<file path="src/rtl/sssc_pkg.sv">
// ----------------------------------------------------------------------------
// sssc_pkg
// Shared types, constants and the character decoder of the scrolling
// seven-segment scanner.
// ----------------------------------------------------------------------------
package sssc_pkg;

    localparam int DIGIT_COUNT   = 4;
    localparam int DIGIT_W       = 2;
    localparam int POS_W         = 6;
    localparam int CHAR_W        = 8;
    localparam int SEG_W         = 7;
    localparam int INDEX_W       = 6;
    localparam int PERIOD_W      = 16;
    localparam int LENGTH_W      = 7;
    localparam int CFG_IDX_W     = 2;
    localparam int CFG_DATA_W    = 16;
    localparam int VISIBLE_CHARS = 4;

    localparam logic [PERIOD_W-1:0] SCROLL_PERIOD_RESET = 16'd400;
    localparam logic [LENGTH_W-1:0] TEXT_LENGTH_RESET   = 7'd4;

    localparam logic OP_LOAD = 1'b0;
    localparam logic OP_TICK = 1'b1;

    localparam logic [CFG_IDX_W-1:0] CFG_SCROLL_PERIOD = 2'd0;
    localparam logic [CFG_IDX_W-1:0] CFG_TEXT_LENGTH   = 2'd1;

    typedef struct packed {
        logic [POS_W-1:0]   pos;
        logic [DIGIT_W-1:0] digit;
    } t_scan;

    function automatic logic [SEG_W-1:0] glyph_of(input logic [CHAR_W-1:0] code);
        logic [CHAR_W-1:0] c;
        logic [SEG_W-1:0]  seg;
        c = code;
        if (code >= 8'h61 && code <= 8'h7a) begin
            c = code - 8'h20;
        end
        case (c)
            8'h41:   seg = 7'h77; // A
            8'h43:   seg = 7'h39; // C
            8'h45:   seg = 7'h79; // E
            8'h46:   seg = 7'h71; // F
            8'h48:   seg = 7'h76; // H
            8'h49:   seg = 7'h06; // I
            8'h4c:   seg = 7'h38; // L
            8'h4f:   seg = 7'h3f; // O
            8'h50:   seg = 7'h73; // P
            8'h53:   seg = 7'h6d; // S
            8'h55:   seg = 7'h3e; // U
            8'h59:   seg = 7'h6e; // Y
            default: seg = '0;
        endcase
        return seg;
    endfunction

endpackage

</file>
<file path="src/rtl/sssc_if.sv">
// ----------------------------------------------------------------------------
// sssc_if
// Valid/ready channels of the scrolling seven-segment scanner: input items,
// result items and configuration writes.
// ----------------------------------------------------------------------------
interface sssc_in_if;
    logic                         valid;
    logic                         ready;
    logic                         opcode;
    logic [sssc_pkg::INDEX_W-1:0] char_index;
    logic [sssc_pkg::CHAR_W-1:0]  char_code;

    modport source (output valid, output opcode, output char_index, output char_code,
                    input ready);
    modport sink   (input valid, input opcode, input char_index, input char_code,
                    output ready);
endinterface

interface sssc_out_if;
    logic                           valid;
    logic                           ready;
    logic [sssc_pkg::SEG_W-1:0]     segments;
    logic [sssc_pkg::DIGIT_COUNT-1:0] digit_select_n;
    logic [sssc_pkg::DIGIT_W-1:0]   digit_index;

    modport source (output valid, output segments, output digit_select_n,
                    output digit_index, input ready);
    modport sink   (input valid, input segments, input digit_select_n,
                    input digit_index, output ready);
endinterface

interface sssc_cfg_if;
    logic                            valid;
    logic                            ready;
    logic [sssc_pkg::CFG_IDX_W-1:0]  index;
    logic [sssc_pkg::CFG_DATA_W-1:0] data;

    modport source (output valid, output index, output data, input ready);
    modport sink   (input valid, input index, input data, output ready);
endinterface

</file>
<file path="src/rtl/scrolling_seven_segment_scanner_top.sv">
// ----------------------------------------------------------------------------
// scrolling_seven_segment_scanner_top
// Four-digit multiplexed seven-segment scanner that scrolls a stored text.
// ----------------------------------------------------------------------------
// result path: a tick item's text buffer entry is read at the accepting edge,
// then the character is decoded into the result register
// throughput: one item per cycle, loads and ticks alike, while the output is not stalled
// reset: synchronous, active low; the text buffer reads as blank through
// per-entry valid bits cleared at once, no clearing pass
// ----------------------------------------------------------------------------
module scrolling_seven_segment_scanner_top #(
    parameter int BUFFER_DEPTH = 64
) (
    input  logic        i_clk,
    input  logic        i_rst_n,
    sssc_in_if.sink     i_in,
    sssc_out_if.source  o_out,
    sssc_cfg_if.sink    i_cfg
);

    localparam int AW      = $clog2(BUFFER_DEPTH);
    localparam int WW      = 9;
    localparam int NSUB    = (sssc_pkg::VISIBLE_CHARS + 63) / BUFFER_DEPTH + 1;

    function automatic logic [AW-1:0] wrap_addr(input logic [WW-1:0] v);
        logic [WW-1:0] r;
        r = v;
        for (int k = 0; k < NSUB; k++) begin
            if (r >= WW'(BUFFER_DEPTH)) begin
                r = r - WW'(BUFFER_DEPTH);
            end
        end
        return r[AW-1:0];
    endfunction

    sssc_pkg::t_scan scan;

    logic                          take;
    logic                          in_acc;
    logic                          load_acc;
    logic                          tick_acc;
    logic [AW-1:0]                 waddr;
    logic [AW-1:0]                 raddr;
    logic [sssc_pkg::CHAR_W-1:0]   rdata;
    logic [sssc_pkg::CHAR_W-1:0]   char_q;

    logic [BUFFER_DEPTH-1:0]       r_entry_vld;
    logic                          r_s1_vld;
    logic                          r_s1_entry;
    logic [sssc_pkg::DIGIT_W-1:0]  r_s1_digit;

    assign i_in.ready = !r_s1_vld || take;
    assign in_acc     = i_in.valid && i_in.ready;
    assign load_acc   = in_acc && (i_in.opcode == sssc_pkg::OP_LOAD);
    assign tick_acc   = in_acc && (i_in.opcode == sssc_pkg::OP_TICK);

    assign waddr = wrap_addr(WW'(i_in.char_index));
    assign raddr = wrap_addr(WW'(scan.pos) + WW'(scan.digit));

    sssc_ctrl u_ctrl (
        .i_clk   (i_clk),
        .i_rst_n (i_rst_n),
        .i_tick  (tick_acc),
        .i_cfg   (i_cfg),
        .o_scan  (scan)
    );

    sssc_ram #(
        .WIDTH (sssc_pkg::CHAR_W),
        .DEPTH (BUFFER_DEPTH)
    ) u_text (
        .i_clk   (i_clk),
        .i_we    (load_acc),
        .i_waddr (waddr),
        .i_wdata (i_in.char_code),
        .i_re    (tick_acc),
        .i_raddr (raddr),
        .o_rdata (rdata)
    );

    always_ff @(posedge i_clk) begin
        if (!i_rst_n) begin
            r_entry_vld <= '0;
            r_s1_vld    <= 1'b0;
        end else begin
            if (load_acc) begin
                r_entry_vld[waddr] <= 1'b1;
            end
            if (tick_acc) begin
                r_s1_vld <= 1'b1;
            end else if (take) begin
                r_s1_vld <= 1'b0;
            end
        end
    end

    always_ff @(posedge i_clk) begin
        if (tick_acc) begin
            r_s1_entry <= r_entry_vld[raddr];
            r_s1_digit <= scan.digit;
        end
    end

    // entries never loaded read as blank
    assign char_q = r_s1_entry ? rdata : '0;

    sssc_out u_out (
        .i_clk   (i_clk),
        .i_rst_n (i_rst_n),
        .i_valid (r_s1_vld),
        .i_char  (char_q),
        .i_digit (r_s1_digit),
        .o_take  (take),
        .o_out   (o_out)
    );

endmodule

</file>
<file path="src/rtl/sssc_ram.sv">
// ----------------------------------------------------------------------------
// sssc_ram
// Generic single-write, single-read RAM with registered read data.
// ----------------------------------------------------------------------------
module sssc_ram #(
    parameter int WIDTH = 8,
    parameter int DEPTH = 64
) (
    input  logic                     i_clk,
    input  logic                     i_we,
    input  logic [$clog2(DEPTH)-1:0] i_waddr,
    input  logic [WIDTH-1:0]         i_wdata,
    input  logic                     i_re,
    input  logic [$clog2(DEPTH)-1:0] i_raddr,
    output logic [WIDTH-1:0]         o_rdata
);

    logic [WIDTH-1:0] r_mem [DEPTH];
    logic [WIDTH-1:0] r_rdata;

    always_ff @(posedge i_clk) begin
        if (i_we) begin
            r_mem[i_waddr] <= i_wdata;
        end
        if (i_re) begin
            r_rdata <= r_mem[i_raddr];
        end
    end

    assign o_rdata = r_rdata;

endmodule

</file>
<file path="src/rtl/sssc_ctrl.sv">
// ----------------------------------------------------------------------------
// sssc_ctrl
// Configuration registers, scan digit counter, scroll tick counter and
// scroll position.
// ----------------------------------------------------------------------------
module sssc_ctrl (
    input  logic              i_clk,
    input  logic              i_rst_n,
    input  logic              i_tick,
    sssc_cfg_if.sink          i_cfg,
    output sssc_pkg::t_scan   o_scan
);

    logic [sssc_pkg::PERIOD_W-1:0] r_period, n_period;
    logic [sssc_pkg::LENGTH_W-1:0] r_length, n_length;
    logic [sssc_pkg::PERIOD_W-1:0] r_count,  n_count;
    logic [sssc_pkg::POS_W-1:0]    r_pos,    n_pos;
    logic [sssc_pkg::DIGIT_W-1:0]  r_digit,  n_digit;

    logic [sssc_pkg::PERIOD_W-1:0] inc_count;
    logic [sssc_pkg::POS_W-1:0]    step_pos;
    logic [sssc_pkg::POS_W+1:0]    pos_end;

    assign i_cfg.ready = 1'b1;

    // register writes
    always_comb begin
        n_period = r_period;
        n_length = r_length;
        if (i_cfg.valid) begin
            unique case (i_cfg.index)
                sssc_pkg::CFG_SCROLL_PERIOD: n_period = i_cfg.data;
                sssc_pkg::CFG_TEXT_LENGTH:   n_length = i_cfg.data[sssc_pkg::LENGTH_W-1:0];
                default: ;
            endcase
        end
    end

    // scan and scroll
    always_comb begin
        inc_count = r_count + 1'b1;
        step_pos  = r_pos;
        n_count   = r_count;
        n_pos     = r_pos;
        n_digit   = r_digit;
        if (inc_count == r_period) begin
            step_pos = r_pos + 1'b1;
        end
        pos_end = {2'b00, step_pos} + (sssc_pkg::POS_W+2)'(sssc_pkg::VISIBLE_CHARS);
        if (i_tick) begin
            n_digit = r_digit + 1'b1;
            n_count = (inc_count == r_period) ? '0 : inc_count;
            n_pos   = (pos_end >= {1'b0, r_length}) ? '0 : step_pos;
        end
    end

    always_ff @(posedge i_clk) begin
        if (!i_rst_n) begin
            r_period <= sssc_pkg::SCROLL_PERIOD_RESET;
            r_length <= sssc_pkg::TEXT_LENGTH_RESET;
            r_count  <= '0;
            r_pos    <= '0;
            r_digit  <= '0;
        end else begin
            r_period <= n_period;
            r_length <= n_length;
            r_count  <= n_count;
            r_pos    <= n_pos;
            r_digit  <= n_digit;
        end
    end

    assign o_scan.pos   = r_pos;
    assign o_scan.digit = r_digit;

endmodule

</file>
<file path="src/rtl/sssc_out.sv">
// ----------------------------------------------------------------------------
// sssc_out
// Character decode and result register with digit select generation.
// ----------------------------------------------------------------------------
module sssc_out (
    input  logic                          i_clk,
    input  logic                          i_rst_n,
    input  logic                          i_valid,
    input  logic [sssc_pkg::CHAR_W-1:0]   i_char,
    input  logic [sssc_pkg::DIGIT_W-1:0]  i_digit,
    output logic                          o_take,
    sssc_out_if.source                    o_out
);

    logic                              r_valid;
    logic [sssc_pkg::SEG_W-1:0]        r_segments;
    logic [sssc_pkg::DIGIT_COUNT-1:0]  r_select_n;
    logic [sssc_pkg::DIGIT_W-1:0]      r_digit;

    assign o_take = !r_valid || o_out.ready;

    always_ff @(posedge i_clk) begin
        if (!i_rst_n) begin
            r_valid <= 1'b0;
        end else if (o_take) begin
            r_valid <= i_valid;
        end
    end

    always_ff @(posedge i_clk) begin
        if (o_take) begin
            r_segments <= sssc_pkg::glyph_of(i_char);
            r_select_n <= ~(sssc_pkg::DIGIT_COUNT'(1) << i_digit);
            r_digit    <= i_digit;
        end
    end

    assign o_out.valid          = r_valid;
    assign o_out.segments       = r_segments;
    assign o_out.digit_select_n = r_select_n;
    assign o_out.digit_index    = r_digit;

endmodule
</file>
<file path="src/flat_wrapper.sv">
// flat-port wrapper written by rule: the top's interface ports become plain ports
module scrolling_seven_segment_scanner_top_flat 
#(
    parameter int BUFFER_DEPTH = 64
)
  (i_clk, i_rst_n, i_in_valid, i_in_opcode, i_in_char_index, i_in_char_code, i_in_ready, o_out_valid, o_out_segments, o_out_digit_select_n, o_out_digit_index, o_out_ready, i_cfg_valid, i_cfg_index, i_cfg_data, i_cfg_ready);
  sssc_in_if i_in_i ();
  sssc_out_if o_out_i ();
  sssc_cfg_if i_cfg_i ();
  input  logic i_clk;
  input  logic i_rst_n;
  input wire logic [$bits(i_in_i.valid)-1:0] i_in_valid;
  input wire logic [$bits(i_in_i.opcode)-1:0] i_in_opcode;
  input wire logic [$bits(i_in_i.char_index)-1:0] i_in_char_index;
  input wire logic [$bits(i_in_i.char_code)-1:0] i_in_char_code;
  output wire logic [$bits(i_in_i.ready)-1:0] i_in_ready;
  output wire logic [$bits(o_out_i.valid)-1:0] o_out_valid;
  output wire logic [$bits(o_out_i.segments)-1:0] o_out_segments;
  output wire logic [$bits(o_out_i.digit_select_n)-1:0] o_out_digit_select_n;
  output wire logic [$bits(o_out_i.digit_index)-1:0] o_out_digit_index;
  input wire logic [$bits(o_out_i.ready)-1:0] o_out_ready;
  input wire logic [$bits(i_cfg_i.valid)-1:0] i_cfg_valid;
  input wire logic [$bits(i_cfg_i.index)-1:0] i_cfg_index;
  input wire logic [$bits(i_cfg_i.data)-1:0] i_cfg_data;
  output wire logic [$bits(i_cfg_i.ready)-1:0] i_cfg_ready;
  assign i_in_i.valid = i_in_valid;
  assign i_in_i.opcode = i_in_opcode;
  assign i_in_i.char_index = i_in_char_index;
  assign i_in_i.char_code = i_in_char_code;
  assign i_in_ready = i_in_i.ready;
  assign o_out_valid = o_out_i.valid;
  assign o_out_segments = o_out_i.segments;
  assign o_out_digit_select_n = o_out_i.digit_select_n;
  assign o_out_digit_index = o_out_i.digit_index;
  assign o_out_i.ready = o_out_ready;
  assign i_cfg_i.valid = i_cfg_valid;
  assign i_cfg_i.index = i_cfg_index;
  assign i_cfg_i.data = i_cfg_data;
  assign i_cfg_ready = i_cfg_i.ready;
  scrolling_seven_segment_scanner_top #(.BUFFER_DEPTH(BUFFER_DEPTH)) u_core (.i_clk(i_clk), .i_rst_n(i_rst_n), .i_in(i_in_i), .o_out(o_out_i), .i_cfg(i_cfg_i));
endmodule
</file>
<file path="config.mk">
export PLATFORM = sky130hd
export DESIGN_NAME = scrolling_seven_segment_scanner_top_flat
export DESIGN_NICKNAME = d
export VERILOG_FILES = /design/src/rtl/sssc_pkg.sv /design/src/rtl/sssc_if.sv /design/src/rtl/scrolling_seven_segment_scanner_top.sv /design/src/rtl/sssc_ram.sv /design/src/rtl/sssc_ctrl.sv /design/src/rtl/sssc_out.sv /design/src/flat_wrapper.sv
export SDC_FILE = /design/constraint.sdc
export NUM_CORES = 1
export LEC_CHECK = 0
export ABC_AREA = 1
export BUFFER_PORTS_ARGS = -buffer_cell sky130_fd_sc_hd__buf_2
export CELL_PAD_IN_SITES_DETAIL_PLACEMENT = 0
export CELL_PAD_IN_SITES_GLOBAL_PLACEMENT = 1
export CORE_UTILIZATION = 45
export CTS_CLUSTER_SIZE = 14
export DETAILED_ROUTE_END_ITERATION = 10
export PLACE_DENSITY = 0.79
export SETUP_SLACK_MARGIN = 0.4
export SLEW_MARGIN = 20
export SYNTH_ARGS = -nofsm -noshare
export SYNTH_HDL_FRONTEND = slang
export SYNTH_SLANG_ARGS = --single-unit
</file>
<file path="constraint.sdc">
create_clock -name i_clk -period 5.9 [get_ports i_clk]
set_input_delay 1.18 -clock i_clk [delete_from_list [all_inputs] [get_ports i_clk]]
set_output_delay 1.18 -clock i_clk [all_outputs]
set_load 0.02 [all_outputs]
</file>
After elaboration in Yosys (flattened, before gate mapping)
Memories as Yosys holds them, arrays and structs flattened. A register that Yosys moved wholly into a read port is not among the register bits.
Cells that the tools add are included.

word-level totals
  output and inout bits = 16
  RAM bits = 512
  flip-flop bits (word level) = 129
  latch bits = 0
  input port bits = 38
  memory bits (read-only) = 0
  memories kept = 1

operators by class
  reductions and logical operators = 13
  order comparisons = 8
  div/mod/pow operators = 0
  mux-type cells = 17
  shifts and indexed selects = 1
  bitwise logic cells = 3
  equal/unequal tests = 14
  add/sub/neg operators = 8
  multipliers = 0

memory list
  name                 words  bits a word  read ports  clocked after memory_dff  wr ports  line            RTL
  u_core.u_text.r_mem  64     8            1           1                         1         sssc_ram.sv:18  logic [WIDTH-1:0] r_mem [DEPTH];

operators by type and width
  operator                 number
  $eq A8 B7 Y1 const B     12
  $pmux W7 S12             1
  $or A64 B64 Y64          1
  $mux W8                  3
  $ge A9 B7 Y1 const B     2
  $mux W6                  3
  $add A16 B1 Y16 const B  1
  $eq A16 B16 Y1           1
  $mux W16                 1
  $lt A6 B7 Y1 const B     2
  $mux W9                  1
  $sub A9 B7 Y9 const B    1
  $ge A8 B7 Y1 const B     1
  $le A8 B7 Y1 const B     1
  $sub A8 B6 Y8 const B    1
  $add A6 B2 Y7            1
  $add A6 B3 Y7 const B    1
  $ge A7 B7 Y1             1
  $add A6 B1 Y6 const B    1
  $bmux W1 S6              1
  $demux W1 S6             1
  $ge A6 B1 Y1 const B     1
  $mux W1                  6
  $sub A6 B1 Y6 const B    1
  other kinds (11)         18

Logic depth before layout (Yosys ltp)
Gate-level depths: netlist (run 1).

  depth in word-level cells = 7
  depth in mapped cells = 25
  gate-level depth less buffers = 25

Modules after synthesis
From an unflattened synthesis (run 1), not the netlist that was laid out.

second synthesis, totals
  cells, all modules = 2843
  area total of the unflattened synthesis = 28645.0 um^2

by module, submodules not included
  module                               instances  area each (um^2)  seq. area each (um^2)  cells an instance
  sssc_ram                             1          21419.3           15615.0                1805
  scrolling_seven_segment_scanner_top  1          3328.2            1391.3                 479
  sssc_ctrl                            1          3057.9            940.9                  470
  sssc_out                             1          839.6             410.4                  89

Least setup slack after synthesis (run 1)
Ideal clock, no wire load.

  kind = input -> register
  start point = input port o_out_ready
  end point = register u_core.u_ctrl.r_count[12] (netlist bit)
  data arrival time = 3.764 ns
  data required time = 5.829 ns
  slack = 2.066 ns
  cell stages on the path = 11
  library setup time = 0.071 ns
  path buffers = 1
  path through = inv_1 > nand2_1 > nor2_1 > inv_1 > nand2_1 > nor2_1 > clkinv_1 > a21oi_1 > buf_2 > nand3_1 > a21oi_1

between the ends
  longest elaborated chain between the ends = 4

ends and longest elaborated chain
  item                       line                                       RTL
  start: declaration         flat_wrapper.sv:21                         input wire logic [$bits(o_out_i.ready)-1:0] o_out_ready;
  $logic_or A1 B1 Y1         sssc_out.sv:20                             assign o_take = !r_valid || o_out.ready;
  named net u_core.take      scrolling_seven_segment_scanner_top.sv:38  logic take;
  $logic_or A1 B1 Y1         scrolling_seven_segment_scanner_top.sv:52  assign i_in.ready = !r_s1_vld || take;
  named net i_in_ready       flat_wrapper.sv:16                         output wire logic [$bits(i_in_i.ready)-1:0] i_in_ready;
  $logic_and A1 B1 Y1        scrolling_seven_segment_scanner_top.sv:53  assign in_acc = i_in.valid && i_in.ready;
  $logic_and A1 B1 Y1        scrolling_seven_segment_scanner_top.sv:55  assign tick_acc = in_acc && (i_in.opcode == sssc_pkg::OP_TICK);
  named net u_core.tick_acc  scrolling_seven_segment_scanner_top.sv:41  logic tick_acc;
  end signal: assignment     sssc_ctrl.sv:67                            r_count <= n_count;
  end: declaration           sssc_ctrl.sv:16                            logic [sssc_pkg::PERIOD_W-1:0] r_count, n_count;

The timed path passes the listed nets, and every way through them passes these cells.
A chain may end at the register's enable or synchronous reset.

Worst setup path in the final report (run 1)
  start point = register u_core.u_ctrl.r_pos[0] (netlist bit)
  end point = register u_core.u_text.r_rdata[4], in the netlist u_core.u_text.o_rdata[4], read port of u_core.u_text.r_mem, data pin

between the ends
  longest elaborated chain between the ends = 5
  elaborated cells on any way between the ends = 7
  classes of those cells = add/sub: 3; order compare: 2; mux: 2

ends and longest elaborated chain
  item                                                  line                                                                                  RTL
  start: declaration                                    sssc_ctrl.sv:17                                                                       logic [sssc_pkg::POS_W-1:0] r_pos, n_pos;
  start signal: assignment                              sssc_ctrl.sv:68                                                                       r_pos <= n_pos;
  $add A6 B2 Y7 *                                       scrolling_seven_segment_scanner_top.sv:58                                             assign raddr = wrap_addr(WW'(scan.pos) + WW'(scan.digit));
  $sub A9 B7 Y9 / $ge A9 B7 Y1 (equally long branches)  scrolling_seven_segment_scanner_top.sv:30, scrolling_seven_segment_scanner_top.sv:29
  $mux W9 *                                             scrolling_seven_segment_scanner_top.sv:29                                             if (r >= WW'(BUFFER_DEPTH)) begin
  $ge A9 B7 Y1 / $sub A6 B1 Y6 (equally long branches)  scrolling_seven_segment_scanner_top.sv:29, scrolling_seven_segment_scanner_top.sv:30
  $mux W6 *                                             scrolling_seven_segment_scanner_top.sv:29
  end: declaration                                      sssc_ram.sv:19                                                                        logic [WIDTH-1:0] r_rdata;

Every way passes the cells marked *; elsewhere a longest branch is shown, timed or not.

==> results of run 1 <==
critical path, delay by kind of cell (launching register included):
| family | cells | cell delay, ps |
|---|---|---|
| DFF | 1 | 380 |
| adders and majority gates | 2 | 950 |
| and+or+nand+nor | 1 | 70 |
| AOI/OAI and AO/OA | 5 | 1200 |
| buffers and inverters | 2 | 1220 |
metal layers:
| metal | global-route usage, % | vias to the layer above | part of all wire, % |
|---|---|---|---|
| met5 | 0 | - | 0 |
| met4 | 9.35 | 0 | 3.2 |
| met1 | 33.3 | 9387 | 42 |
| met2 | 37.7 | 928 | 46 |
| li1 | - | 8689 | - |
| met3 | 4.58 | 151 | 8.7 |
how the worst max path moves through the flow:
stage | end | cells past startpoint | start | slack [ps]
finish | u_core.u_text.o_rdata[4] | 10 | u_core.u_ctrl.r_pos[0] | 1850
global route | u_core.u_ctrl.r_pos[1] | 21 | u_core.u_ctrl.r_count[0] | 1650
CTS | u_core.u_text.o_rdata[4] | 10 | u_core.u_ctrl.r_pos[0] | 1960
detailed placement | u_core.u_text.r_mem[61][6] | 10 | o_out_ready | 1940
global placement | u_core.u_text.o_rdata[6] | 10 | u_core.u_ctrl.r_pos[0] | 1990
floorplan | u_core.u_ctrl.r_count[12] | 11 | o_out_ready | 2070
flip-flops by register name, indices dropped and copies added, names as in the netlist:
signal / cells
u_core.u_out.o_out.segments: 7
u_core.u_text.r_mem: 512
u_core.u_out.o_out.digit_select_n: 4
u_core.u_text.o_rdata: 8
u_core.r_s1_digit: 2
u_core.u_ctrl.r_length: 7
u_core.u_ctrl.r_count: 16
u_core.r_entry_vld: 64
u_core.u_ctrl.r_pos: 6
u_core.r_s1_entry: 1
u_core.u_ctrl.r_digit: 2
u_core.u_out.o_out.digit_index: 2
u_core.u_out.o_out.valid: 1
u_core.u_ctrl.r_period: 16
u_core.r_s1_vld: 1
power breakdown:
part           leakage (uW)  internal, uW  switching, uW  total [uW]
Combinational       0.00326           120            405         525
Clock               0.00111          2510           1830        4340
Sequential          0.00576          4990           16.8        5010
Total                0.0101          7620           2250        9880
area by class of cell:
cell class	count	area, sq um
Clock buffer	97	1950
Timing Repair Buffer	76	460
Antenna cell	1	2.50
Clock inverter	32	333
Tap cell	773	967
Sequential cell	649	18400
Multi-Input combinational cell	1505	7550
Fill cell	5084	28900
Inverter	101	388
cell usage in the layout, fill, tap and decap left out, drive strengths merged, types with 18 or more instances in the layout:
master  instances
nor2          540
a21oi          47
nand2         170
dfxtp         113
inv           101
clkinv         27
o221ai         83
nand4          18
clkbuf         97
buf            76
nand3         142
o22ai          61
edfxtp        536
o211ai         59
o21ai         334
metrics by stage:
stage                     hold slack [ps]  std cells
after global placement                445       3104
after CTS                             466       3233
after global routing                  490       3233
after floorplan                       435       2393
after detailed placement              454       3104
final                                 468       3234
cells by family (layout without fill, tap and decap cells):
group / count (synthesis) / count (layout) / synth area share, %
compound gates: 592 / 592 / 13.2
simple gates: 887 / 887 / 13.8
buf+inv: 239 / 306 / 3.37
xor+xnor: 12 / 12 / 0.449
fa+ha+maj: 13 / 13 / 0.635
flops: 649 / 649 / 68.6
other cells: 1 / 2 / 0.0140
==> results_dict.tcl, run 1 <==
set metrics [dict create \
    critPathMaxFanout 75 \
    hold_class "reg -> reg" \
    postRouteAntennaNets 0 \
    min_path_cells 2 \
    dieArea_sq_um 60500 \
    clk_pin_slew_ps 60 \
    ys_seq_area_share_pct 68.6 \
    synth_edf_count 536 \
    synth_seq_cells 649 \
    cts_resized 0 \
    first_iter_violations 2608 \
    synth_area_leaders "edfxtp_1 (60%), dfxtp_1 (8.4%), nor2_1 (7.4%), o21ai_0 (6.2%), o221ai_1 (2.7%)" \
    cts-root-buf "clkbuf_16" \
    fin_area_sq_um 30000 \
    leakage_uw 0.0101 \
    fmax_ghz 0.247 \
    die_x_microns 246 \
    wirelength_mm 73.3 \
    worstSetupPathType "reg -> reg" \
    endpoint_kind "register" \
    whs_endpoint "u_core.u_ctrl.r_period[13]" \
    critPathRequiredTime_ps 6390 \
    cts.sinks 649 \
    synthCells 2393 \
    h-tree-depth 3 \
    postPlaceCellArea_sq_um 27700 \
    setup.worst_path.start_class "register" \
    ir_worst_vdd_mv 0.201 \
    reg2reg_to "u_core.u_text.o_rdata[4]" \
    crit_top_cell "o21ai_0" \
    pin_count 54 \
    fin_setup_tns_ps 0 \
    reg2reg_setup_slack_ps 1850 \
    worst_slew_pin_slew_ps 1070 \
    grt_start_max_net_pins 167 \
    num_vias 19200 \
    die_y_microns 246 \
    maxSlewViolCount 0 \
    slowest_delay_ps 760 \
    relSlewSlack_pct 28.7 \
    drive_gt1_share_pct 8.62 \
    netlist.area_leader.share_pct 60.1 \
    synthTopCellsByCount "edfxtp_1 (536), nor2_1 (529), o21ai_0 (333), nand2_1 (164), nand3_1 (140)" \
    synth_flop_cell "edfxtp_1" \
    start_util_pct 45.5 \
    arrival_ps 4530 \
    fin_crit_sh_pct 68.6 \
    fin_crit_ps 4050 \
    grt_pass1_wl_mm 110 \
    hpwl_mm 43.1 \
    rows 89 \
    clkLatencyLatePin_ps 630 \
    antenna_found_initial 1 \
    place_ws_ps 1940 \
    postLayoutSetupSlackWorst_ps 1850 \
    async_flop_share_pct 0 \
    yosys_warnings 0 \
    postLayoutCoreUtil_pct 50.9 \
    power.density_nw_per_um2 329 \
    postCtsHoldBufs 0 \
    status "completed" \
    cts_buffers 70 \
    skew_ps 30.6 \
    clockBufferDepth 3 \
    yosysTopAreaCell "edfxtp_1" \
    ff2ff_path_depth 10 \
    drv_cap 0 \
    routed_via_density 5.92 \
    ys_types 43 \
    cts_tree "done" \
    setup_viol 0 \
    grt_pass1_vias 18500 \
    yosysMostFrequentCell "edfxtp_1" \
    wl_per_cell_microns 22.7 \
    grt.overflow.total 0 \
    syn_nets 2444 \
    slowest_stage "fa_4" \
    hold_viol 0 \
    core_sq_um 58900 \
    reg2reg_from "u_core.u_ctrl.r_pos[0]" \
    firstDrtPassIters 5 \
    grt_use_total_pct 24.1 \
    p_total_uw 9880 \
    syn_avg_cell_area_sq_um 11.2 \
    post_cts_buffers 0 \
    gp_congestion 0.859 \
    syn_area_sq_um 26800 \
    worstPathCellList "ha_4 -> fa_4 -> buf_4 -> buf_4 -> o21ai_0 -> o22ai_1 -> o21ai_0 -> o21ai_0 -> o211ai_1 -> nand2_1" \
    portBuffers 52 \
    nets 2454 \
    hold_start "u_core.u_ctrl.r_period[13]" \
    rsz0062_at_grt "no" \
    drc 0 \
    area_growth_pct 12.1 \
]
No activity file was read; power rests on OpenSTA's default activity.
==> run 2: changes to the inputs <==
==> constraint.sdc (replaced) <==
create_clock -name i_clk -period 4.2 [get_ports i_clk]
set_input_delay 0.84 -clock i_clk [delete_from_list [all_inputs] [get_ports i_clk]]
set_output_delay 0.84 -clock i_clk [all_outputs]
set_load 0.02 [all_outputs]
==> results_dict.tcl, run 2 (synthesis gave the netlist of run 1 again) <==
set metrics [dict create \
    fmax_ghz 0.288 \
    cts-root-buf "clkbuf_16" \
    multi_input_area_sq_um 7610 \
    final_common_cell "edfxtp_1" \
    regArea_sq_um 18400 \
    start_util_pct 45.5 \
    cts_tree "done" \
    clk_pin_slew_ps 60 \
    grt_pass1_wl_mm 109 \
    worst-path-buf-inv 2 \
    crit_top_cell "o21ai_0" \
    rsz0062_at_grt "no" \
    grt_start_max_net_pins 112 \
    die_y_microns 246 \
    slowest_stage "fa_4" \
    postLayoutSetupSlackWorst_ps 725 \
    hold_class "reg -> reg" \
    relSlewSlack_pct 23.6 \
    placed_cells 3175 \
    routed_via_density 5.83 \
    maxSlewViolCount 0 \
    grt_pass1_vias 18000 \
    nets 2526 \
    area_growth_pct 14.4 \
    critPathMaxFanout 30 \
    skew_ps 24.4 \
    final-instance-count-excl-fill 3303 \
    hold_start "u_core.r_entry_vld[4]" \
    p_total_uw 13700 \
    setup_viol 0 \
    largest_reg_flops 512 \
    postRouteAntennaNets 0 \
    cts_buffers 68 \
    critPathLaunch "u_core.u_ctrl.r_pos[0]" \
    crit_family "compound AO/OA/AOI/OAI gates" \
    hpwl_mm 43.3 \
    die_x_microns 246 \
    drc 0 \
    worstSetupPathType "reg -> reg" \
    ir_worst_vdd_mv 0.321 \
    slowest_delay_ps 790 \
    cts.sinks 649 \
    hold_viol 0 \
    wl_per_cell_microns 21.9 \
    worst_slew_pin_slew_ps 1150 \
    antenna_found_initial 3 \
    leakage_uw 0.0105 \
    reg2reg_from "u_core.u_ctrl.r_pos[0]" \
    core_sq_um 58900 \
    wirelength_mm 72.3 \
    fin_crit_ps 3480 \
    power.density_nw_per_um2 446 \
    clockBufferDepth 3 \
    num_vias 19200 \
    endpoint_kind "register" \
    drive_gt1_share_pct 11.8 \
    worstPathCellList "ha_4 -> fa_4 -> clkinv_2 -> buf_12 -> o21ai_0 -> o22ai_1 -> o21ai_0 -> o21ai_0 -> o211ai_1 -> nand2_1" \
    grt_use_total_pct 23.9 \
    final_cell_mix "edfxtp_1 (536), nor2_1 (525), o21ai_0 (333), nand2_1 (163), nand3_1 (138)" \
    dieArea_sq_um 60500 \
    top_regs "u_core.u_text.r_mem x512, u_core.r_entry_vld x64" \
    pin_count 54 \
    h-tree-depth 3 \
    first_iter_violations 2101 \
    arrival_ps 3820 \
    fill_cells 5047 \
    fin_crit_sh_pct 82.7 \
    drv_cap 0 \
    portBuffers 52 \
    regMostFlops "u_core.u_text.r_mem" \
    rows 89 \
    clkLatencyLatePin_ps 600 \
    holdWs_ps 462 \
    critPathRequiredTime_ps 4550 \
    setup.worst_path.start_class "register" \
    fin_setup_tns_ps 0 \
    reg2reg_setup_slack_ps 720 \
    gp_congestion 0.847 \
    grt.overflow.total 0 \
    status "completed" \
    firstDrtPassIters 5 \
    place_ws_ps 491 \
]
## run 2: cell count changes in the layout (fill, tap and decap cells not counted), sizes merged
cell,change
buf,+73
clkinv,-6
diode,+2
inv,-2
bufinv,+1
clkbuf,-1
clkinvlp,+1
nor2,+1
## run 2: path summary, 6_finish.rpt
check                             end  cells past startpoint
max          u_core.u_text.o_rdata[6]                     10
min             u_core.r_entry_vld[4]                      2
max reg2reg  u_core.u_text.o_rdata[6]                     10
min reg2reg     u_core.r_entry_vld[4]                      2
## run 2: what timing repair did
| action | 4_1_cts | 5_1_grt |
|---|---|---|
| hold buffers | 0 | 0 |
| gates resized for setup | 0 | 20 |
| setup buffers | 0 | 2 |
| setup endpoints to repair | 0 | 6 |
## run 2: report_power, final
group / switching [uW] / internal [uW] / leakage [uW] / total (uW)
clock network: 2430 / 3480 / 0.00106 / 5900
logic: 534 / 190 / 0.00369 / 724
registers: 27.3 / 7010 / 0.00577 / 7040
total: 2990 / 10700 / 0.0105 / 13700
## run 2: metrics by stage
step,utilization (%),area (sq um)
floorplan,-,26800
global placement,48.2,28400
detailed placement,48.2,28400
CTS,51.9,30500
global route,52.0,30600
finish,52.0,30600
## run 2: cell type report
class,count,share of cell area [%]
repair buffers,149,3.64
flip-flops and latches,649,60.0
diodes,3,0.0245
clock inverters,26,0.858
clock buffers,96,6.23
well taps,773,3.16
inverters,101,1.27
multi-input cells,1506,24.8
## run 2: worst reg2reg max path, delay by kind of cell, from the launching register on
family	cells	cell delay, ps
simple gates	1	90
flops	1	390
buf+inv	2	710
compound gates	5	1050
fa+ha+maj	2	990
## run 2: layer usage
layer / share of wire, % / routed length (microns) / GRT usage, % / vias up
met3: 9.2 / 6670 / 5.28 / 136
met4: 2.5 / 1840 / 6.98 / 0
met2: 46 / 33300 / 37.4 / 919
met5: 0 / 0 / 0 / -
met1: 42 / 30500 / 33.2 / 9347
li1: - / - / - / 8844
